==> config.mk <==
export PLATFORM = sky130hd
export DESIGN_NAME = acq_front
export DESIGN_NICKNAME = d
export VERILOG_FILES = /design/src/rtl/core/acq_pkg.sv /design/src/rtl/core/acq_front.sv
export SDC_FILE = /design/constraint.sdc
export NUM_CORES = 1
export LEC_CHECK = 0
export ABC_AREA = 1
export BUFFER_PORTS_ARGS = -buffer_cell sky130_fd_sc_hd__buf_2
export CORE_AREA = 2 2 87 89
export DETAILED_ROUTE_END_ITERATION = 10
export DIE_AREA = 0 0 89 91
export MAX_ROUTING_LAYER = met4
export PLACE_DENSITY_LB_ADDON = 0.1
export SLEW_MARGIN = 20
export SYNTH_ARGS = -nofsm -noshare
export SYNTH_HDL_FRONTEND = slang
export SYNTH_SLANG_ARGS = --single-unit
export TNS_END_PERCENT = 20
==> constraint.sdc <==
create_clock -name vclk -period 1.2
set_input_delay 0.12 -clock vclk [all_inputs]
set_output_delay 0.12 -clock vclk [all_outputs]
set_load 0.005 [all_outputs]
==> src/rtl/core/acq_pkg.sv <==
// ----------------------------------------------------------------------------
// acq_pkg
// Shared types and constants for the box table and its overlap query.
// ----------------------------------------------------------------------------
package acq_pkg;

  localparam int IDX_W       = 5;   // model_index and hit_index width
  localparam int MC_W        = 6;   // model_count register width
  localparam int CMP_W       = 8;   // common width for index and count compares
  localparam int MAX_HITS    = 31;  // cap on hits reported by one query
  localparam int HIT_CNT_W   = 5;
  localparam int QUEUE_DEPTH = 4;

  typedef enum logic [1:0] {
    OP_VERTEX = 2'd0,
    OP_ENABLE = 2'd1,
    OP_QUERY  = 2'd2,
    OP_NONE   = 2'd3
  } op_e;

  // What the front hands the back for each word that survives classification
  typedef enum logic [1:0] {
    K_VERTEX = 2'd0,
    K_ENABLE = 2'd1,
    K_QUERY  = 2'd2,
    K_MISS   = 2'd3
  } kind_e;

  typedef struct packed {
    kind_e            kind;
    logic [IDX_W-1:0] idx;
    logic             first;
    logic             en_val;
  } item_ctl_t;

  typedef struct packed {
    logic [IDX_W-1:0] hit_index;
    logic             hit_valid;
    logic             last_result;
  } result_t;

  typedef enum logic [2:0] {
    ST_IDLE,
    ST_VTX_UPD,
    ST_Q_LOAD,
    ST_SCAN_RD,
    ST_SCAN_CMP,
    ST_FINISH
  } back_state_e;

endpackage

==> src/rtl/core/acq_front.sv <==
// ----------------------------------------------------------------------------
// acq_front
// Input side: take words, turn coordinates into compare keys, drop words
// that change nothing and mark queries that can only miss.
// ----------------------------------------------------------------------------
module acq_front #(
  parameter int MAX_MODELS = 32,
  parameter int KEY_W      = 32
) (
  input  logic                           in_valid_i,
  output logic                           in_stall_o,
  input  logic [1:0]                     op_i,
  input  logic [acq_pkg::IDX_W-1:0]      model_index_i,
  input  logic signed [31:0]             vertex_x_i,
  input  logic signed [31:0]             vertex_y_i,
  input  logic signed [31:0]             vertex_z_i,
  input  logic                           first_vertex_i,
  input  logic                           enable_value_i,
  input  logic [acq_pkg::CMP_W-1:0]      act_cnt_i,
  input  logic                           q_full_i,
  output logic                           push_o,
  output acq_pkg::item_ctl_t             ctl_o,
  output logic [3*KEY_W-1:0]             keys_o
);
  import acq_pkg::*;

  logic [CMP_W-1:0] idx_ext;
  logic             keep;

  assign idx_ext    = {{(CMP_W-IDX_W){1'b0}}, model_index_i};
  assign in_stall_o = q_full_i;
  // keep the low key bits only: narrow coordinates wrap to signed KEY_W
  assign keys_o     = {vertex_z_i[KEY_W-1:0], vertex_y_i[KEY_W-1:0],
                       vertex_x_i[KEY_W-1:0]};

  always_comb begin
    keep         = 1'b0;
    ctl_o.kind   = K_VERTEX;
    ctl_o.idx    = model_index_i;
    ctl_o.first  = first_vertex_i;
    ctl_o.en_val = enable_value_i;
    case (op_e'(op_i))
      OP_VERTEX: begin
        keep = (idx_ext < CMP_W'(MAX_MODELS));
      end
      OP_ENABLE: begin
        ctl_o.kind = K_ENABLE;
        keep       = (idx_ext < act_cnt_i);
      end
      OP_QUERY: begin
        ctl_o.kind = (idx_ext < act_cnt_i) ? K_QUERY : K_MISS;
        keep       = 1'b1;
      end
      default: begin
        keep = 1'b0;
      end
    endcase
  end

  assign push_o = in_valid_i && !q_full_i && keep;

endmodule

; Word level (Yosys, flattened, before mapping)
; Cells that the tools add are included.
[totals]
input_bits = 115
output_inout_bits = 107
regBits = 0
wordCells = 11
[op_classes]
magnitude_cmp = 2
reduce_logical = 4
eq_ne = 2
n_mux = 3
[op_table]
columns = operator, n
row1 = 5-bit by 8-bit < comparator with 1-bit output, 1
row2 = 5-bit by 6-bit < comparator with 1-bit output (second input constant), 1
row3 = 2-bit one-hot mux with 2 select lines, 1
row4 = 1-bit one-hot mux with 3 select lines, 1
row5 = 2-bit by 1-bit equality test with 1-bit output (second input constant), 1
row6 = 2-bit equality test (second input constant), 1
row7 = 1-bit logical AND, 2
row8 = 2-bit logical NOT, 1
row9 = 1-bit logical NOT, 1
row10 = 1-bit two-way mux, 1

; Depth between registers and ports, before layout
; Gate-level depths: netlist of run 1.
[logic_depth]
word_depth = 3
ltp_mapped = 10
ltp_nobuf = 10

; Worst setup path before layout of run 1
; Ideal clock, no wire load.
[synth_timing]
kind = input -> output
from = in act_cnt_i[3] in the netlist's numbering
to = out push_o
path_slack_ns = 0.207
arrival_ns = 0.873
cell_stages = 7
cell_sequence = inv_1 > ha_1 > a21oi_1 > nand2_1 > nand2_1 > nand3_1 > a21oi_1
[synth_between]
elab_chain_len = 3
[synth_rtl]
columns = element, line_no
row1 = start: declaration, acq_front.sv:19  ; input logic [acq_pkg::CMP_W-1:0] act_cnt_i,
row2 = 5-bit by 8-bit < comparator with 1-bit output, acq_front.sv:48  ; keep = (idx_ext < act_cnt_i);
row3 = 1-bit one-hot mux with 3 select lines, acq_front.sv:42  ; case (op_e'(op_i))
row4 = 1-bit logical AND, acq_front.sv:60  ; assign push_o = in_valid_i && !q_full_i && keep;
row5 = end: declaration, acq_front.sv:21  ; output logic push_o,
; No other way between the ends.

==> results of run 1 <==
## cells in the final DEF, fill, tap and decap left out, drive strengths merged
cell   count
nand3      2
nor2       2
buf       28
nand2      9
ha         8
inv       12
and3       1
or3b       1
a21oi      3
## power by group through the flow
stage	clock (mW)	combinational (mW)	sequential [mW]
4_1_cts	0	0.138	0
3_5_place_dp	0	0.113	0
6_report	0	0.150	0
2_1_floorplan	0	0.325	0
3_3_place_gp	0	0.114	0
5_1_grt	0	0.173	0
## kinds of logic after synthesis
family	Yosys count	synth area share, %
simple gates	15	6.79
buf+inv	116	81.5
fa+ha+maj	8	9.88
compound gates	3	1.85
## cell usage after synthesis (all sizes together)
cell type,n,area share (%)
nand2,9,3.3
a21oi,3,1.9
inv,12,4.4
and3,1,0.62
nor2,2,0.99
nand3,2,0.99
ha,8,9.9
buf,104,77
or3b,1,0.86
## routing by layer
metal,GRT usage (%),routed length (um)
met5,-,0
met4,4.48,217
met3,2.36,571
met2,6.65,874
met1,2.12,416
## worst max-delay path by stage
stage,end,start,cells after the start
2_1_floorplan,push_o,act_cnt_i[3],7
3_3_place_gp,ctl_o[7],model_index_i[3],11
3_5_place_dp,ctl_o[7],model_index_i[3],11
4_1_cts,ctl_o[7],model_index_i[1],11
5_1_grt,ctl_o[7],act_cnt_i[3],12
6_report,ctl_o[7],act_cnt_i[3],12
## what timing repair did
item | 4_1_cts | 5_1_grt
pin swaps | 8 | 7
gates resized for setup | 12 | 10
endpoints found under the setup margin | 2 | 2
endpoints found under the hold margin | 0 | 0
## area by class of cell
class	count	share of cell area, %
multi-input combinational	26	41.3
tap	99	20.7
inverter	12	7.52
timing repair buffer	28	30.5
==> key figures, run 1 <==
Outcome
  • Outcome: finished with violations
  • Failing checks: negative setup slack

Logic synthesis
  • Cell Area, Synth: slightly above 1000 um^2
  • Sequential area share after synthesis: 0%
  • Synth Net Count: around 270
  • Post-synthesis cell type count: 11
  • Syn Area/Cell: roughly 7.1 um^2
  • Synthesis Warnings: 0
  • Mapped Cells: ~140

Drt
  • Initial DRC count: 0
  • Routed vias/inst: approximately 2.9
  • Via count: 472
  • Avg WL per Cell: around 13 um
  • Routed Antenna Nets: 0
  • Routed Wire Length: 2080 um
  • DRC viols: 0
  • DR pass1 iterations: 1

Cells and area
  • Fin cells: ~170
  • Final Util: under 10%
  • Layout cell share with drive strength beyond 1: between 60% and 70%
  • Multi-input logic area: around 250 um^2
  • Final non-filler cell area: between 500 and 600 um^2
  • Sequential cell count: 0
  • Syn-to-layout area delta: -40.9%
  • Clock buffers: 0
  • Register area: 0 um^2
  • Nets: ~190
  • FILL cells: a little under 900
  • Diodes inserted: 0

Timing
  • TNS Setup: -0.0197 ns
  • Hold slack: about 0.24 ns
  • Worst slew margin: about 91%
  • Setup ws final: -0.0197 ns
  • RSZ-0062 raised after global routing: yes
  • Final Setup Violations: 1
  • Final hold vios: 0
  • Final worst path period share: 102%
  • Final Max Slew Viols: 0
  • Fin crit period: 1.22 ns
  • Fmax: a little over 800 MHz
  • Least-Margin Pin Slew: 0.131 ns

Worst setup path
  • Crit path buf inv count: 4
  • CP max stage cell: ha_4
  • Top Family by Delay on Critical Path: simple AND/OR/NAND/NOR gates
  • CP Capture Type: output pin
  • Critical path class: in2out
  • Critical Path AT: roughly 1.1 ns
  • Crit start category: input pin
  • Req. time, crit path: about 1.1 ns
  • CP most frequent cell: nand2_2
  • Worst-path fanout max: 2
  • Crit-path cells: buf_6 > inv_2 > ha_4 > nand2_2 > inv_2 > nand2_2 > nand2_2 > nand2_2 > nand2_1 > nand2_1 > a21oi_2 > buf_2
  • Largest stage delay, worst path: between 0.2 and 0.3 ns

Die
  • Die ar.: 8100 um^2
  • Die Wd: around 89 um
  • Die H: just over 90 um
  • # rows: 31
  • I/O pins: 222
  • Initial core utilization: roughly 14%
  • Core area: around 7100 um^2

Placed design
  • Gp weighted congestion: ~0.55
  • Place WS: -0.139 ns
  • DP HPWL: roughly 1900 um
  • IO buf count: 26
  • Placed Area: between 500 and 600 um^2
  • Placed insts: between 150 and 200

Power
  • Net Sw Frac: 44.7%
  • Net Sw Power: roughly 67 uW
  • PD cells: about 250 nW/um^2
  • Power share of the combinational group: between 90% and 100%
  • Register share of total power: 0%
  • Total power: approximately 150 uW
  • Peak supply drop: about 42 uV
  • Clock power share: 0%
  • LEAKAGE: roughly 0.3 nW
  • Pint: between 80 and 90 uW

Worst hold path
  • Hold Crit Depth: 0
  • Hold EP: keys_o[11]
  • Hold path startpoint: vertex_x_i[11]
  • Hold WC Path Type: in2out

Global route
  • First-pass GRT wire length: between 2000 and 2500 um
  • Pin count of the biggest net entering global routing: 4
  • Vias in the first global route: about 470
  • GR Overflow Total: 0
  • GRT Total Usage: between 3 and 4%
  • Initial antenna violation count: 0

Run
  • Max_cap viols: 0

Clock tree
  • Cts hold-fix bufs: 0
  • Post-CTS setup buffers: 0
Power figures use the tool's default switching activity.
==> inputs of run 2 (changes only) <==
--- a/config.mk
+++ b/config.mk
@@ -5,11 +5,11 @@
 export SDC_FILE = /design/constraint.sdc
 export NUM_CORES = 1
 export LEC_CHECK = 0
-export ABC_AREA = 1
-export BUFFER_PORTS_ARGS = -buffer_cell sky130_fd_sc_hd__buf_2
-export CORE_AREA = 2 2 87 89
+export ABC_AREA = 0
+export BUFFER_PORTS_ARGS = -buffer_cell sky130_fd_sc_hd__buf_4
+export CORE_AREA = 2 2 85 87
 export DETAILED_ROUTE_END_ITERATION = 10
-export DIE_AREA = 0 0 89 91
+export DIE_AREA = 0 0 87 89
 export MAX_ROUTING_LAYER = met4
 export PLACE_DENSITY_LB_ADDON = 0.1
 export SLEW_MARGIN = 20
==> run 2 against run 1 <==
Worst setup slack worse by 0.053 ns. Synthesized cell count fell by 8.5%. Critical path type unchanged. Non-clock buffer count increased by 1. The flow still finishes with violations (negative setup slack). Flip-flop and latch count is the same. Combinational power is 9% higher. First-iteration DRC count grew 2. Sequential share of layout area did not move. Cell count fell by 18%. Critical path depth is 6 lower. Fmax down 4.2%. Via count is 12% lower.
==> key figures, run 2 <==
Worst setup path
  • Setup crit start: model_index_i[3]
  • Req. time, crit path: approximately 1.1 ns
  • CP max stage cell: a32o_2
  • CP Capture Type: output pin
  • CP most frequent cell: buf_6
  • Worst-path fanout max: 2
  • Largest stage delay, worst path: roughly 0.26 ns
  • Critical path class: in2out
  • Crit-path cells: buf_6 > ha_4 > a211oi_2 > o21ai_2 > a32o_2 > buf_6
  • Critical Path AT: ~1.2 ns
  • Crit start category: input pin

Global route
  • Vias in the first global route: between 400 and 500
  • GR Overflow Total: 0
  • Pin count of the biggest net entering global routing: 5
  • First-pass GRT wire length: 2740 um
  • GRT Total Usage: 4.63%
  • Initial antenna violation count: 0

Power
  • LEAKAGE: about 0.26 nW
  • Peak supply drop: approximately 64 uV
  • PD cells: ~280 nW/um^2

Drt
  • Routed Wire Length: around 2000 um
  • Routed vias/inst: ~3
  • Via count: about 410
  • Avg WL per Cell: 14.6 um
  • Routed Antenna Nets: 0
  • Initial DRC count: 2
  • DRC viols: 0
  • DR pass1 iterations: 2

Logic synthesis
  • Cell Area, Synth: between 900 and 1000 um^2
  • Post-synth top cells: buf_4 (104), ha_1 (8), inv_1 (6), nor2_1 (3)
  • Mapped Cells: between 100 and 150
  • Synth Net Count: 253
  • Synth top area share: ~79%
  • Post-synthesis cell type count: 13
  • Synthesis Warnings: 0
  • Sequential area share after synthesis: 0%
  • Leading area contributor after synthesis: buf_4
  • Count leader, synth: buf_4
  • Synth area leaders: buf_4 (79%), ha_1 (10%), inv_1 (2.3%), a211oi_2 (1.3%), nor4_2 (1.3%)
  • Syn Area/Cell: 7.62 um^2

Cells and area
  • Sequential cell count: 0
  • Most common cell after layout, fill and taps aside: buf_4
  • Layout cell share with drive strength beyond 1: 72.7%
  • Diodes inserted: 0
  • Register area: 0 um^2
  • Final Util: 8.75%
  • Clock buffers: 0
  • FILL cells: 760
  • Syn-to-layout area delta: -40.7%
  • Most frequent cells in the layout: buf_4 (25), inv_1 (4), ha_1 (4), buf_6 (4), nor2_1 (3)
  • Nets: 180

Timing
  • Setup ws final: -0.0732 ns
  • Fmax: between 700 and 800 MHz
  • Final Max Slew Viols: 0
  • Final hold vios: 0
  • Final worst path period share: 106%
  • Least-Margin Pin Slew: 0.280 ns
  • Worst slew margin: 81.2%
  • RSZ-0062 raised after global routing: yes
  • Hold slack: between 0.2 and 0.25 ns
  • Fin crit period: 1.27 ns
  • Final Setup Violations: 1

Placed design
  • IO buf count: 26
  • Gp weighted congestion: 0.596
  • DP HPWL: ~1700 um

Die
  • # rows: 30
  • I/O pins: between 200 and 250
  • Initial core utilization: approximately 15%
  • Die ar.: between 7000 and 8000 um^2
  • Core area: 6720 um^2
  • Die H: roughly 90 um
  • Die Wd: around 87 um

Worst hold path
  • Hold path startpoint: vertex_x_i[14]
  • Hold WC Path Type: in2out

Outcome
  • Outcome: finished with violations
  • Failing checks: negative setup slack

Clock tree
  • Cts hold-fix bufs: 0
  • Post-CTS setup buffers: 0

Run
  • Max_cap viols: 0
## run 2: changes by cell type after synthesis, moves of 2 or more
cell,before,now
nand2_1,9,0
inv_1,12,6
a21oi_1,2,0
nand3_1,2,0
nor2_1,1,3
## run 2: layer usage
layer  vias up  GRT usage, %  wire length (um)
met1       170          3.45               434
met4         0          5.97               233
met5         -             -                 0
li1        151             -                 -
met3        30          3.88               485
met2        63          6.04               814
## run 2: kinds of logic (layout without fill, tap and decap cells)
logic type      after synthesis  after routing  synth area share (%)
fa+ha+maj                     8              8                  10.1
compound gates                6              6                  5.05
buf+inv                     110             35                  81.1
simple gates                  6              6                  3.79
## run 2: through the flow
stage	cells	setup TNS (ns)	power [mW]	setup WS, ns	instance area, um^2
finish	135	-0.0732	0.164	-0.0732	588
global route	135	-0.230	0.184	-0.121	588
CTS	135	-0.0838	0.162	-0.0838	574
detailed placement	135	-0.303	0.143	-0.184	528
global placement	135	-0.316	0.145	-0.185	528
floorplan	130	0	0.326	0.132	991
## run 2: critical path, delay by kind of cell
| family | cells | cell delay, ns |
|---|---|---|
| buffers and inverters | 2 | 0.21 |
| adders and majority gates | 1 | 0.23 |
| AOI/OAI and AO/OA | 3 | 0.59 |
## run 2: area by class of cell
type	instances	area (um^2)	share of cell area (%)
multi-input combinational	20	228	38.7
inverter	6	27.5	4.68
tap	80	100	17.0
timing repair buffer	29	233	39.6
## run 2: worst paths after layout
check	to	slack, ns	cells after the start
worst max-delay path	ctl_o[7]	-0.07	6
worst min-delay path	keys_o[14]	0.24	0
## run 2: report_power, final
part	switching (mW)	internal, mW
Combinational	0.0635	0.101
Clock	0	0
Sequential	0	0
## run 2: repair_timing
| action | 4_1_cts | 5_1_grt |
|---|---|---|
| pin swaps | 6 | 4 |
| hold endpoints to repair | 0 | 0 |
| gates cloned | 0 | 0 |
| gates resized for setup | 12 | 4 |
| setup endpoints to repair | 2 | 2 |
==> inputs of run 3 (changes only) <==
--- a/config.mk
+++ b/config.mk
@@ -5,14 +5,15 @@
 export SDC_FILE = /design/constraint.sdc
 export NUM_CORES = 1
 export LEC_CHECK = 0
-export ABC_AREA = 0
+export ABC_AREA = 1
 export BUFFER_PORTS_ARGS = -buffer_cell sky130_fd_sc_hd__buf_4
-export CORE_AREA = 2 2 85 87
+export CORE_AREA = 2 2 87 89
 export DETAILED_ROUTE_END_ITERATION = 10
-export DIE_AREA = 0 0 87 89
+export DIE_AREA = 0 0 89 91
+export GPL_ROUTABILITY_DRIVEN = 0
 export MAX_ROUTING_LAYER = met4
 export PLACE_DENSITY_LB_ADDON = 0.1
-export SLEW_MARGIN = 20
+export SLEW_MARGIN = 30
 export SYNTH_ARGS = -nofsm -noshare
 export SYNTH_HDL_FRONTEND = slang
 export SYNTH_SLANG_ARGS = --single-unit
==> run 3 against run 2 <==
The flow still finishes with violations (negative setup slack). Die area grew 4.6%. Flip-flop and latch count unchanged. Non-clock buffer count unchanged. Fmax increased by 4.6%. Cell count grew 23%. Wire length increased by 7.4%. Utilization rose by 0.50 points. Global-route usage fell by 0.69 points. Via count increased by 14%. Sequential share of layout area unchanged.
==> key figures, run 3 (synthesis results as in run 1) <==
Timing
  • Final Max Slew Viols: 0
  • Least-Margin Pin Slew: ~0.15 ns
  • Final worst path period share: 101%
  • Fin crit period: 1.22 ns
  • Worst slew margin: about nine tenths
  • Fmax: 822 MHz
  • Hold slack: about 0.24 ns
  • RSZ-0062 raised after global routing: yes
  • Setup ws final: -0.0171 ns
  • TNS Setup: -0.0304 ns
  • Final Setup Violations: 2
  • Final hold vios: 0

Clock tree
  • Cts hold-fix bufs: 0

Die
  • Initial core utilization: around 14%
  • I/O pins: around 220
  • Die Wd: a little under 90 um
  • # rows: 31
  • Core area: between 7000 and 8000 um^2
  • Die H: 91 um
  • Die ar.: approximately 8100 um^2

Cells and area
  • Sequential cell count: 0
  • Fin cells: 166
  • Clock buffers: 0
  • Most common cell after layout, fill and taps aside: buf_4
  • Layout cell share with drive strength beyond 1: ~70%
  • Final non-filler cell area: 661 um^2
  • Register area: 0 um^2
  • Syn-to-layout area delta: -34.8%
  • Most frequent cells in the layout: buf_4 (24), inv_1 (8), nand2_2 (8), ha_1 (5), buf_6 (5)
  • Nets: 192
  • Diodes inserted: 0

Worst setup path
  • Worst-path fanout max: 2
  • Critical path class: in2out
  • Critical Path AT: between 1 and 1.5 ns
  • Crit start category: input pin
  • CP Capture Type: output pin
  • Req. time, crit path: 1.08 ns

Drt
  • DR pass1 iterations: 2
  • Initial DRC count: 1
  • Routed Wire Length: about 2100 um
  • Avg WL per Cell: roughly 13 um
  • DRC viols: 0
  • Via count: approximately 470
  • Routed vias/inst: between 2 and 3
  • Routed Antenna Nets: 0

Outcome
  • Outcome: finished with violations
  • Failing checks: negative setup slack

Global route
  • Met3 Use GR: about 2.5%
  • First-pass GRT wire length: about 2500 um
  • M2 GR Usage: under 10%
  • GRT Total Usage: a little under 4%
  • Met1 GRT Util: 2.12%
  • Vias in the first global route: between 400 and 500
  • Global route hottest layer: met2
  • Initial antenna violation count: 0
  • Pin count of the biggest net entering global routing: 4
  • GR Overflow Total: 0

Power
  • LEAKAGE: 0.313 nW
  • Peak supply drop: roughly 40 uV
  • PD cells: about 260 nW/um^2

Placed design
  • Placed insts: between 150 and 200
  • Placed Area: 574 um^2
  • IO buf count: 26
  • DP HPWL: around 1900 um

Run
  • Max_cap viols: 0

Worst hold path
  • Hold WC Path Type: in2out
[run 3: final timing paths]
kind	to	from	slack, ns	depth (start not counted)
setup / recovery	push_o	model_index_i[4]	-0.02	7
hold / removal	ctl_o[0]	enable_value_i	0.24	0
[run 3: timing repair]
item / in CTS / in global routing
resized for setup: 11 / 12
buffers inserted: 0 / 0
pin swaps: 9 / 7
setup endpoints to repair: 2 / 2
[run 3: critical path, stage by stage]
cell,delay [ns]
buf_4,0.11
ha_1,0.27
and3_1,0.19
nand2_2,0.08
nand3_1,0.08
a21oi_2,0.13
buf_4,0.12
[run 3: power breakdown]
part,total (mW),switching (mW),internal [mW]
clock network,0,0,0
registers,0,0,0
logic,0.173,0.0706,0.103
total,0.173,0.0706,0.103
[run 3: cell type report]
class	count	area (um^2)
Inverter	12	47.5
Fill cell	865	6480
Timing Repair Buffer	29	236
Tap cell	99	124
Multi-Input combinational cell	26	253
[run 3: per-stage QoR]
stage / utilization, % / power [mW] / worst slack (ns)
2_1_floorplan: - / 0.325 / 0.207
3_3_place_gp: 8.05 / 0.141 / -0.137
3_5_place_dp: 8.05 / 0.141 / -0.152
4_1_cts: 8.73 / 0.160 / -0.115
5_1_grt: 9.26 / 0.198 / -0.154
6_report: 9.26 / 0.173 / -0.0171
[run 3: per-layer routing]
layer | share of wire (%) | wire (um)
met1 | 20 | 412
met2 | 42 | 884
met3 | 28 | 599
met4 | 10 | 216
met5 | 0 | 0
