$ cat config.mk
export PLATFORM = sky130hd
export DESIGN_NAME = acq_fifo
export DESIGN_NICKNAME = d
export VERILOG_FILES = /design/src/rtl/core/acq_pkg.sv /design/src/rtl/core/acq_fifo.sv
export SDC_FILE = /design/constraint.sdc
export NUM_CORES = 1
export LEC_CHECK = 0
export ABC_AREA = 1
export BUFFER_PORTS_ARGS = -buffer_cell sky130_fd_sc_hd__buf_2
export CAP_MARGIN = 15
export CORE_MARGIN = 3
export CORE_UTILIZATION = 42
export CTS_CLUSTER_SIZE = 28
export DETAILED_ROUTE_END_ITERATION = 10
export PLACE_DENSITY_LB_ADDON = 0.05
export SYNTH_ARGS = -nofsm -noshare
export SYNTH_HDL_FRONTEND = slang
export SYNTH_SLANG_ARGS = --single-unit
$ cat constraint.sdc
create_clock -name clk_i -period 3.65 [get_ports clk_i]
set_input_delay 0.73 -clock clk_i [delete_from_list [all_inputs] [get_ports clk_i]]
set_output_delay 0.73 -clock clk_i [all_outputs]
set_load 0.01 [all_outputs]
$ cat src/rtl/core/acq_pkg.sv
// ----------------------------------------------------------------------------
// acq_pkg
// Shared types and constants for the box table and its overlap query.
// ----------------------------------------------------------------------------
package acq_pkg;

  localparam int IDX_W       = 5;   // model_index and hit_index width
  localparam int MC_W        = 6;   // model_count register width
  localparam int CMP_W       = 8;   // common width for index and count compares
  localparam int MAX_HITS    = 31;  // cap on hits reported by one query
  localparam int HIT_CNT_W   = 5;
  localparam int QUEUE_DEPTH = 4;

  typedef enum logic [1:0] {
    OP_VERTEX = 2'd0,
    OP_ENABLE = 2'd1,
    OP_QUERY  = 2'd2,
    OP_NONE   = 2'd3
  } op_e;

  // What the front hands the back for each word that survives classification
  typedef enum logic [1:0] {
    K_VERTEX = 2'd0,
    K_ENABLE = 2'd1,
    K_QUERY  = 2'd2,
    K_MISS   = 2'd3
  } kind_e;

  typedef struct packed {
    kind_e            kind;
    logic [IDX_W-1:0] idx;
    logic             first;
    logic             en_val;
  } item_ctl_t;

  typedef struct packed {
    logic [IDX_W-1:0] hit_index;
    logic             hit_valid;
    logic             last_result;
  } result_t;

  typedef enum logic [2:0] {
    ST_IDLE,
    ST_VTX_UPD,
    ST_Q_LOAD,
    ST_SCAN_RD,
    ST_SCAN_CMP,
    ST_FINISH
  } back_state_e;

endpackage

$ cat src/rtl/core/acq_fifo.sv
// ----------------------------------------------------------------------------
// acq_fifo
// Short queue between the classifying front and the executing back.
// ----------------------------------------------------------------------------
module acq_fifo #(
  parameter int DATA_W = 8
) (
  input  logic              clk_i,
  input  logic              rst_ni,
  input  logic              push_i,
  input  logic [DATA_W-1:0] wdata_i,
  output logic              full_o,
  input  logic              pop_i,
  output logic [DATA_W-1:0] rdata_o,
  output logic              empty_o
);
  import acq_pkg::*;

  localparam int PTR_W = $clog2(QUEUE_DEPTH);

  logic [DATA_W-1:0] entry_q [QUEUE_DEPTH];
  logic [PTR_W-1:0]  wr_ptr_q, wr_ptr_d;
  logic [PTR_W-1:0]  rd_ptr_q, rd_ptr_d;
  logic [PTR_W:0]    count_q, count_d;
  logic              do_push, do_pop;

  assign full_o  = (count_q == (PTR_W+1)'(QUEUE_DEPTH));
  assign empty_o = (count_q == '0);
  assign rdata_o = entry_q[rd_ptr_q];
  assign do_push = push_i && !full_o;
  assign do_pop  = pop_i && !empty_o;

  always_comb begin
    wr_ptr_d = do_push ? PTR_W'(wr_ptr_q + 1'b1) : wr_ptr_q;
    rd_ptr_d = do_pop  ? PTR_W'(rd_ptr_q + 1'b1) : rd_ptr_q;
    count_d  = count_q;
    if (do_push && !do_pop) begin
      count_d = (PTR_W+1)'(count_q + 1'b1);
    end else if (do_pop && !do_push) begin
      count_d = (PTR_W+1)'(count_q - 1'b1);
    end
  end

  always_ff @(posedge clk_i or negedge rst_ni) begin
    if (!rst_ni) begin
      wr_ptr_q <= '0;
      rd_ptr_q <= '0;
      count_q  <= '0;
    end else begin
      wr_ptr_q <= wr_ptr_d;
      rd_ptr_q <= rd_ptr_d;
      count_q  <= count_d;
    end
  end

  always_ff @(posedge clk_i) begin
    if (do_push) begin
      entry_q[wr_ptr_q] <= wdata_i;
    end
  end

endmodule

# Word level (Yosys, flattened, before mapping)
# Memories as Yosys holds them, arrays and structs flattened.
# Cells that the tools add are included.
word_totals:
  out_inout_bits: 10
  memories: 1
  ff_bits: 7
  in_bits: 12
  elab_cells: 23
  ram_bits: 32
mem_list:
  columns: ["name", "words", "word_bits", "read_ports", "rd_clocked_by_memory_dff", "write_ports", "line", "source"]
  rows:
  - ["entry_q", 4, 8, 1, 0, 1, "acq_fifo.sv:21", "logic [DATA_W-1:0] entry_q [QUEUE_DEPTH];"]
op_classes:
  reduce_logical: 10
  n_eq_ne: 1
  mux: 4
  n_addsub: 4
op_table:
  columns: ["operator", "count"]
  rows:
  - ["3-bit 2-to-1 mux", 2]
  - ["2-bit by 1-bit adder with 2-bit output, second input constant", 2]
  - ["1-bit logical AND", 4]
  - ["1-bit zero test", 4]
  - ["3-bit by 1-bit adder with 3-bit output, second input constant", 1]
  - ["3-bit == test, second input constant", 1]
  - ["3-bit zero test", 1]
  - ["3-bit by 1-bit subtractor with 3-bit output, second input constant", 1]
  - ["1-bit 2-to-1 mux", 2]
  - ["2-bit nonzero test", 1]

# Depth between registers and ports, before layout
# Gate-level depths: netlist of the first run.
depth:
  depth_word: 7
  ltp_mapped: 12
  depth_no_buf: 12

# Worst setup path before layout of the first run
# No wires, ideal clock.
synth_path:
  path_kind: "input -> register"
  startpoint: "in push_i"
  endpoint: "reg count_q[2]"
  n_path_buf: 0
  cell_stages: 9
  setup_ps: 117
  t_required_ps: 3533
  path_slack_ps: 1801
  t_arrival_ps: 1732
  cell_sequence: "nand2_1 -> inv_1 -> ha_1 -> inv_1 -> fa_1 -> nand2_1 -> nand3_1 -> nand2_1 -> nand2_1"
synth_via:
  elab_chain_cells: 4
  elab_cells_between_ends: 6
  cone_classes: "mux (1); reduce/logical (5)"
synth_lines:
  columns: ["item", "line", "source"]
  rows:
  - ["start: declaration", "acq_fifo.sv:10", "input logic push_i,"]
  - ["1-bit logical AND (*)", "acq_fifo.sv:30", "assign do_push = push_i && !full_o;"]
  - ["named net do_push", "acq_fifo.sv:25", "logic do_push, do_pop;"]
  - ["1-bit zero test", "acq_fifo.sv:39", "end else if (do_pop && !do_push) begin"]
  - ["1-bit logical AND", "acq_fifo.sv:39", null]
  - ["2-bit nonzero test (no line)", null, null]
  - ["end signal: assignment", "acq_fifo.sv:52", "count_q <= count_d;"]
  - ["end: declaration", "acq_fifo.sv:24", "logic [PTR_W:0] count_q, count_d;"]
# Mark *: on every way through the listed nets, which the timed path passes. The rest lies on a longest branch.
# A chain may end at the register's enable or synchronous reset.

# Final worst setup path of the first run
layout_path:
  startpoint: "reg rd_ptr_q[0]"
  endpoint: "out rdata_o[1]"
layout_via:
  elab_chain_cells: 1
layout_lines:
  columns: ["item", "line", "source"]
  rows:
  - ["start: declaration", "acq_fifo.sv:23", "logic [PTR_W-1:0] rd_ptr_q, rd_ptr_d;"]
  - ["start signal: assignment", "acq_fifo.sv:51", "rd_ptr_q <= rd_ptr_d;"]
  - ["memory read 4 x 8 bit", null, null]
  - ["end: declaration", "acq_fifo.sv:14", "output logic [DATA_W-1:0] rdata_o,"]
# Every way passes these cells.

==> results_dict.tcl, run 1 <==
set metrics [dict create \
    cts_resized 0 \
    synth_nets 172 \
    drive_above_1_share_pct 17.3 \
    drtIter0Drc 31 \
    synthTopCellsByArea "edfxtp_1, dfrtp_1, nand2_1, inv_1, o211ai_1" \
    cts_tree "built" \
    avgSynthCellArea_um2 11.3 \
    core_area_um2 3830 \
    fmax_ghz 0.439 \
    start_util_pct 45.3 \
    via_count 1078 \
    crit_required_ns 2.92 \
    die_x_um 70.3 \
    pin_count 22 \
    dr.pass1.iters 4 \
    timing.hold.ws_ns 0.257 \
    rsz0062_at_grt "false" \
    clock_sinks 39 \
    power.density_nw_per_um2 795 \
    grt_pass1_vias 991 \
    ff2ff_path_depth 9 \
    syn_to_final_growth_pct 13.5 \
    grt_max_degree 34 \
    setup_viol_count_final 0 \
    post_cts_buffers 0 \
    place.gp.congestion 0.665 \
    synth_top_area_share_pct 55.4 \
    seq_area_frac_synth_pct 65.5 \
    path_class "register to output pin" \
    row_count 22 \
    maxCapViolations 0 \
    yosys-top-cells-count "nand2_1, edfxtp_1, inv_1" \
    fin_crit_sh_pct 62.3 \
    placedInstanceArea_um2 1860 \
    stdcell_count 227 \
    dp_cells 219 \
    nNetsFinal 196 \
    skew_ns 0.0130 \
    clk_path_buf_depth 2 \
    synth_flop_cell "edfxtp_1" \
    tns_ns 0 \
    dp_hpwl_um 2070 \
    portBuffers 21 \
    drcViolationCount 0 \
    cp-start-kind "register" \
    drtAntennaViolNets 0 \
    yosysTopAreaCell "edfxtp_1" \
    drv_slew 0 \
    die_h_um 70.3 \
    antenna_found_initial 0 \
    num-fill-cells 344 \
    p_leak_nw 0.900 \
    clk_latency_ns 0.30 \
    status "finished clean" \
    ctsHtreeMaxLevel 2 \
    cp.arrival_ns 1.55 \
    ir_drop_mv 0.449 \
    finish.instance_area_um2 1970 \
    async_flop_share_pct 17.9 \
    antenna_cells 0 \
    finalHoldViolCount 0 \
    drt_wl_total_um 2940 \
    r2r-end "count_q[1]$_DFFE_PN0P_" \
    dieArea_um2 4940 \
    synth_enable_flop_cells 32 \
    hold_buffers 0 \
    synthCells 154 \
    synth-seq-cells 39 \
    worstPathMaxFanout 33 \
    power_mw 1.56 \
    numCtsBuffers 5 \
    wl_per_cell_um 12.9 \
    worstMarginPinSlew_ns 0.796 \
    groute.usage.overall_pct 13.3 \
    critPathCaptureType "output pin" \
    post-route-min-period_ns 2.28 \
    r2r_slack_ns 1.75 \
    netlist_area_um2 1730 \
    synth_cell_type_count 16 \
    gr-total-overflow 0 \
    r2r_start "count_q[1]$_DFFE_PN0P_" \
    routed_via_density 4.75 \
    max_slew_margin_pct 46.7 \
    clk_pin_slew_ns 0.08 \
    synth.most_common_cell "nand2_1" \
    worstHoldPathType "input pin to async pin" \
    cts_root_buf "clkbuf_8" \
    grt_pass1_wl_um 4860 \
    synth_warnings 0 \
]
## sequential cells by signal, summed over array words and instances (netlist names)
name	flops
entry_q	32
rd_ptr_q	2
count_q	3
wr_ptr_q	2
## area by class of cell
type | instances | area, µm² | area share (%)
Clock buffer | 5 | 68.8 | 3.50
Clock inverter | 3 | 43.8 | 2.23
Inverter | 34 | 128 | 6.48
Multi-Input combinational cell | 77 | 427 | 21.7
Sequential cell | 39 | 1140 | 57.7
Tap cell | 48 | 60.1 | 3.05
Timing Repair Buffer | 21 | 105 | 5.34
## routing by layer
layer  vias up  wire length, µm  track usage [%]
met5         -                0                0
met3         7              143             4.17
met4         0               82             8.94
met1       495             1360             16.4
met2        22             1350             19.9
li1        554                -                -
## worst max-delay path, stage by stage (launching register included)
cell and delay, ns:
dfrtp_1 0.41, inv_2 0.38, nand2_1 0.12, o211ai_1 0.12, nand2_1 0.07, buf_2 0.13
## logic make-up after synthesis
kind of cell	share of synthesized area (%)
AOI/OAI and AO/OA	7.22
xor gates and xnor gates	0.505
adders and majority gates	4.76
buffers and inverters	9.88
DFF	65.5
and+or+nand+nor	12.1
## report_power, final
part	total, mW	internal (mW)	switching (mW)
registers	0.667	0.600	0.0670
clock network	0.358	0.203	0.155
logic	0.539	0.195	0.344
total	1.56	0.998	0.566
## how the worst max path moves through the flow
| stage | startpoint | endpoint | slack, ns | depth (start not counted) |
|---|---|---|---|---|
| floorplan | push_i | count_q[2]$_DFFE_PN0P_ | 1.80 | 9 |
| global placement | push_i | entry_q[1][3]$_DFFE_PP_ | 1.61 | 3 |
| detailed placement | push_i | count_q[2]$_DFFE_PN0P_ | 1.58 | 10 |
| CTS | rd_ptr_q[0]$_DFFE_PN0P_ | rdata_o[1] | 1.35 | 5 |
| global route | rd_ptr_q[0]$_DFFE_PN0P_ | rdata_o[1] | 1.19 | 5 |
| finish | rd_ptr_q[0]$_DFFE_PN0P_ | rdata_o[1] | 1.37 | 5 |
## per-stage QoR
step / util, % / setup slack, ns
6_report: 51.4 / 1.37
5_1_grt: 51.4 / 1.19
4_1_cts: 51.4 / 1.35
3_5_place_dp: 48.5 / 1.58
3_3_place_gp: 48.5 / 1.61
2_1_floorplan: - / 1.80
## cell usage in the layout (no fill, tap or decap)
cell       count
buf_2         21
bufinv_16      1
clkbuf_8       5
clkinv_2       1
clkinv_4       1
dfrtp_1        7
edfxtp_1      32
fa_1           1
ha_1           5
inv_1         32
inv_2          2
nand2_1       41
nand3_1        7
nand4_1        1
nor2_1         4
o211ai_1      16
o21ai_0        1
xnor2_1        1
(Power assumes the default switching activity.)
==> inputs of run 2 (changes only) <==
==> constraint.sdc (replaced) <==
create_clock -name clk_i -period 2.2 [get_ports clk_i]
set_input_delay 0.44 -clock clk_i [delete_from_list [all_inputs] [get_ports clk_i]]
set_output_delay 0.44 -clock clk_i [all_outputs]
set_load 0.01 [all_outputs]
==> results_dict.tcl, run 2 (same netlist as run 1, synthesis figures left out) <==
set metrics [dict create \
    status "finished clean" \
    largest_reg_flops 32 \
    placedInstanceArea_um2 1890 \
    post-route-min-period_ns 1.95 \
    max_slew_margin_pct 66.3 \
    ctsHtreeMaxLevel 2 \
    start_util_pct 45.3 \
    dp_cells 224 \
    stdcell_count 233 \
    gr-total-overflow 0 \
    power_mw 2.74 \
    r2r-end "count_q[1]$_DFFE_PN0P_" \
    cp_slowest_cell "dfrtp_1" \
    groute.usage.overall_pct 13.3 \
    cts_tree "built" \
    crit_required_ns 1.76 \
    critPathCaptureType "output pin" \
    grt_pass1_wl_um 5040 \
    fin_util_pct 53.2 \
    path_class "register to output pin" \
    drcViolationCount 0 \
    skew_ns 0.00454 \
    core_area_um2 3830 \
    final_common_cell "nand2_1" \
    finish.instance_area_um2 2040 \
    cp-start-kind "register" \
    row_count 22 \
    cp.depth 5 \
    finalHoldViolCount 0 \
    grt_max_degree 34 \
    post_cts_buffers 0 \
    antenna_found_initial 0 \
    die_x_um 70.3 \
    worstMarginPinSlew_ns 0.506 \
    r2r_slack_ns 0.29 \
    multi_input_area_um2 427 \
    num-fill-cells 338 \
    setup_slack_ns 0.247 \
    cts_root_buf "clkbuf_8" \
    drtIter0Drc 33 \
    drv_slew 0 \
    reg_top3 "entry_q x32, count_q x3" \
    ff2ff_path_depth 9 \
    drtAntennaViolNets 0 \
    worstPathMaxFanout 33 \
    crit_path_end "rdata_o[1]" \
    drive_above_1_share_pct 18.9 \
    maxCapViolations 0 \
    dr.pass1.iters 4 \
    antenna_cells 0 \
    cp_slowest_stage_delay_ns 0.41 \
    dp_hpwl_um 2060 \
    worstHoldPathType "input pin to register" \
    timing.hold.ws_ns 0.358 \
    clock_sinks 39 \
    pin_count 22 \
    r2r_start "count_q[1]$_DFFE_PN0P_" \
    grt_pass1_vias 1139 \
    clk_pin_slew_ns 0.07 \
    fmax_ghz 0.512 \
    crit_top_cell "nand2_1" \
    place_ws_ns 0.297 \
    cp-startpoint "rd_ptr_q[0]$_DFFE_PN0P_" \
    place.gp.congestion 0.652 \
    nNetsFinal 202 \
    area.sequential_um2 1140 \
    fin_crit_sh_pct 88.8 \
    crit_family "buffers and inverters" \
    crit_buf_inv 2 \
    rsz0062_at_grt "false" \
    clk_path_buf_depth 2 \
    routed_via_density 4.67 \
    cp.arrival_ns 1.51 \
    clk_latency_ns 0.29 \
    setup_viol_count_final 0 \
    dieArea_um2 4940 \
    wl_per_cell_um 12.3 \
    power.density_nw_per_um2 1350 \
    tns_ns 0 \
    die_h_um 70.3 \
    numCtsBuffers 5 \
    portBuffers 21 \
    p_leak_nw 0.938 \
    path_cells "inv_2 -> nand2_1 -> o211ai_1 -> nand2_1 -> buf_2" \
    drt_wl_total_um 2870 \
    via_count 1087 \
    final_cell_mix "nand2_1, inv_1, edfxtp_1" \
    syn_to_final_growth_pct 17.4 \
    top_register "entry_q" \
    ir_drop_mv 0.560 \
]
## run 2: worst reg2reg max path: stages, from the launching register on
cell and delay (ns):
dfrtp_1 0.40, inv_1 0.09, nand3_1 0.16, nand2_1 0.22, inv_1 0.07, ha_1 0.21
inv_1 0.08, fa_1 0.41, nand2_1 0.07, o21ai_0 0.07
## run 2: final cells by class
type,count,share of cell area [%]
inverter,34,6.27
tap,48,2.95
sequential,39,55.8
timing repair buffer,27,7.50
multi-input combinational,77,21.0
clock buffer,6,3.56
clock inverter,2,2.95
## run 2: worst min path at each step
stage,start,end,cells past startpoint
6_report,wdata_i[7],entry_q[2][7]$_DFFE_PP_,1
4_1_cts,wdata_i[7],entry_q[2][7]$_DFFE_PP_,1
3_5_place_dp,rst_ni,rd_ptr_q[0]$_DFFE_PN0P_,1
5_1_grt,wdata_i[7],entry_q[1][7]$_DFFE_PP_,1
2_1_floorplan,rst_ni,count_q[0]$_DFFE_PN0P_,0
3_3_place_gp,rst_ni,rd_ptr_q[0]$_DFFE_PN0P_,1
## run 2: what timing repair did
item,4_1_cts,5_1_grt
gates resized for setup,0,0
endpoints found under the hold margin,7,0
endpoints found under the setup margin,0,0
hold buffers,1,0
## run 2: layer usage
| metal | vias up | routed length (µm) | global-route usage [%] |
|---|---|---|---|
| met5 | - | 0 | 0 |
| met1 | 503 | 1220 | 15.9 |
| met2 | 16 | 1490 | 22.7 |
| li1 | 563 | - | - |
| met4 | 0 | 34 | 3.83 |
| met3 | 5 | 121 | 4.60 |
## run 2: power by group
group	switching, mW	internal, mW
Combinational	0.597	0.362
Sequential	0.0980	0.993
Clock	0.236	0.453
Total	0.931	1.81
==> inputs of run 3 (changes only) <==
==> constraint.sdc (replaced) <==
create_clock -name clk_i -period 1.8 [get_ports clk_i]
set_input_delay 0.36 -clock clk_i [delete_from_list [all_inputs] [get_ports clk_i]]
set_output_delay 0.36 -clock clk_i [all_outputs]
set_load 0.01 [all_outputs]
==> results_dict.tcl, run 3 (same netlist as run 1, synthesis figures left out) <==
set metrics [dict create \
    status "finished clean" \
    core_area_um2 3830 \
    clock_sinks 39 \
    groute.usage.overall_pct 13.5 \
    drtAntennaViolNets 0 \
    clk_pin_slew_ns 0.08 \
    antenna_found_initial 0 \
    busiest_layer "met2" \
    ff2ff_path_depth 9 \
    maxCapViolations 0 \
    die_h_um 70.3 \
    stdcell_count 241 \
    setup_viol_count_final 0 \
    r2r_start "count_q[0]$_DFFE_PN0P_" \
    clk_path_buf_depth 2 \
    path_class "register to register" \
    reg_top3 "entry_q x32, count_q x3" \
    dieArea_um2 4940 \
    top_register "entry_q" \
    nNetsFinal 210 \
    place_ws_ns 0.0794 \
    grt_pass1_wl_um 5060 \
    final_cell_mix "nand2_1, edfxtp_1, inv_1" \
    gr-total-overflow 0 \
    p_int_mw 2.06 \
    worstPathMaxFanout 3 \
    antenna_cells 0 \
    cp.arrival_ns 1.89 \
    dr.pass1.iters 4 \
    fin_crit_sh_pct 95.4 \
    fmax_ghz 0.582 \
    r2r_slack_ns 0.08 \
    clk_latency_ns 0.29 \
    num-fill-cells 356 \
    ir_drop_mv 0.697 \
    start_util_pct 45.3 \
    skew_ns 0.00212 \
    power.net_switching_mw 1.22 \
    die_x_um 70.3 \
    grt_pass1_vias 1115 \
    wl_per_cell_um 12.5 \
    switching_share_pct 37.1 \
    grt_use_met1_pct 16.5 \
    numCtsBuffers 5 \
    clkPwrFrac_pct 17.9 \
    critPathCaptureType "register" \
    crit_required_ns 1.97 \
    power.density_nw_per_um2 1580 \
    worstHoldPathType "input pin to register" \
    setup_slack_ns 0.0826 \
    largest_reg_flops 32 \
    pin_count 22 \
    worstMarginPinSlew_ns 0.198 \
    via_count 1144 \
    max_slew_margin_pct 86.8 \
    place.gp.congestion 0.735 \
    ctsHtreeMaxLevel 2 \
    routed_via_density 4.75 \
    met3_usage_pct 4.89 \
    drcViolationCount 0 \
    syn_to_final_growth_pct 20.1 \
    final_common_cell "nand2_1" \
    p_leak_nw 0.956 \
    r2r-end "count_q[1]$_DFFE_PN0P_" \
    grtUsageMet2_pct 22.0 \
    finalHoldViolCount 0 \
    power_mw 3.28 \
    dp_hpwl_um 2140 \
    dp_cells 229 \
    cp-start-kind "register" \
    cp-startpoint "count_q[0]$_DFFE_PN0P_" \
    cts_tree "built" \
    drt_wl_total_um 3010 \
    p_comb_share_pct 41.6 \
    portBuffers 21 \
    tns_ns 0 \
    drive_above_1_share_pct 25.4 \
    cts_root_buf "clkbuf_8" \
    pwr-share-seq_pct 40.5 \
    drv_slew 0 \
    post-route-min-period_ns 1.72 \
    crit_path_end "count_q[1]$_DFFE_PN0P_" \
    row_count 22 \
    grt_max_degree 18 \
    timing.hold.ws_ns 0.282 \
    drtIter0Drc 34 \
]
[run 3: cell count changes in the layout (fill, tap and decap cells not counted), moves of 2 or more]
cell / before / now
buf_4: 5 / 11
bufinv_16: 2 / 0
clkinvlp_4: 0 / 2
nand3_1: 7 / 5
nand3_2: 0 / 2
[run 3: worst min-delay path by stage]
stage	cells past startpoint	start	slack, ns	to
6_report	1	wdata_i[7]	0.28	entry_q[2][7]$_DFFE_PP_
5_1_grt	1	wdata_i[7]	0.26	entry_q[3][7]$_DFFE_PP_
4_1_cts	1	wdata_i[0]	0.27	entry_q[2][0]$_DFFE_PP_
3_5_place_dp	1	rst_ni	0.21	rd_ptr_q[0]$_DFFE_PN0P_
3_3_place_gp	1	rst_ni	0.20	rd_ptr_q[0]$_DFFE_PN0P_
2_1_floorplan	0	rst_ni	0.06	count_q[0]$_DFFE_PN0P_
[run 3: final cells by class]
type	instances	area [µm²]	area share (%)
clock buffers	5	68.8	3.31
clock inverters	3	23.8	1.14
inverters	34	128	6.13
multi-input cells	77	442	21.2
flip-flops and latches	39	1140	54.6
well taps	48	60.1	2.88
repair buffers	35	224	10.8
[run 3: through the flow]
stage | instance area [µm²] | utilization, %
after floorplan | 1730 | -
after global placement | 1930 | 50.5
after detailed placement | 1930 | 50.5
after CTS | 2030 | 53.1
after global routing | 2080 | 54.4
final | 2080 | 54.4
[run 3: worst max-delay path, cell delays in order (launching register included)]
cell and delay, ns:
dfrtp_1 0.41, inv_1 0.12, nand3_2 0.09, nand2_1 0.09, inv_1 0.05, ha_1 0.20
inv_1 0.09, fa_2 0.43, nand2_1 0.07, o21ai_0 0.07
[run 3: timing repair]
action / CTS / global route
endpoints found under the hold margin: 7 / 0
setup endpoints to repair: 0 / 8
hold buffers: 1 / 0
resized for setup: 0 / 8
buffers inserted: 0 / 3
[run 3: power by group through the flow]
| stage | sequential (mW) | combinational [mW] | clock [mW] |
|---|---|---|---|
| after global routing | 1.35 | 1.58 | 0.669 |
| after floorplan | 1.31 | 0.892 | 0 |
| after detailed placement | 1.35 | 1.28 | 0 |
| after global placement | 1.35 | 1.24 | 0 |
| after CTS | 1.33 | 1.28 | 0.611 |
| final | 1.33 | 1.37 | 0.587 |
[run 3: routing by layer]
| metal | vias to the layer above | part of all wire [%] |
|---|---|---|
| met5 | - | 0 |
| met4 | 0 | 0.90 |
| met3 | 4 | 4.2 |
| met1 | 542 | 43 |
| met2 | 17 | 52 |
| li1 | 581 | - |
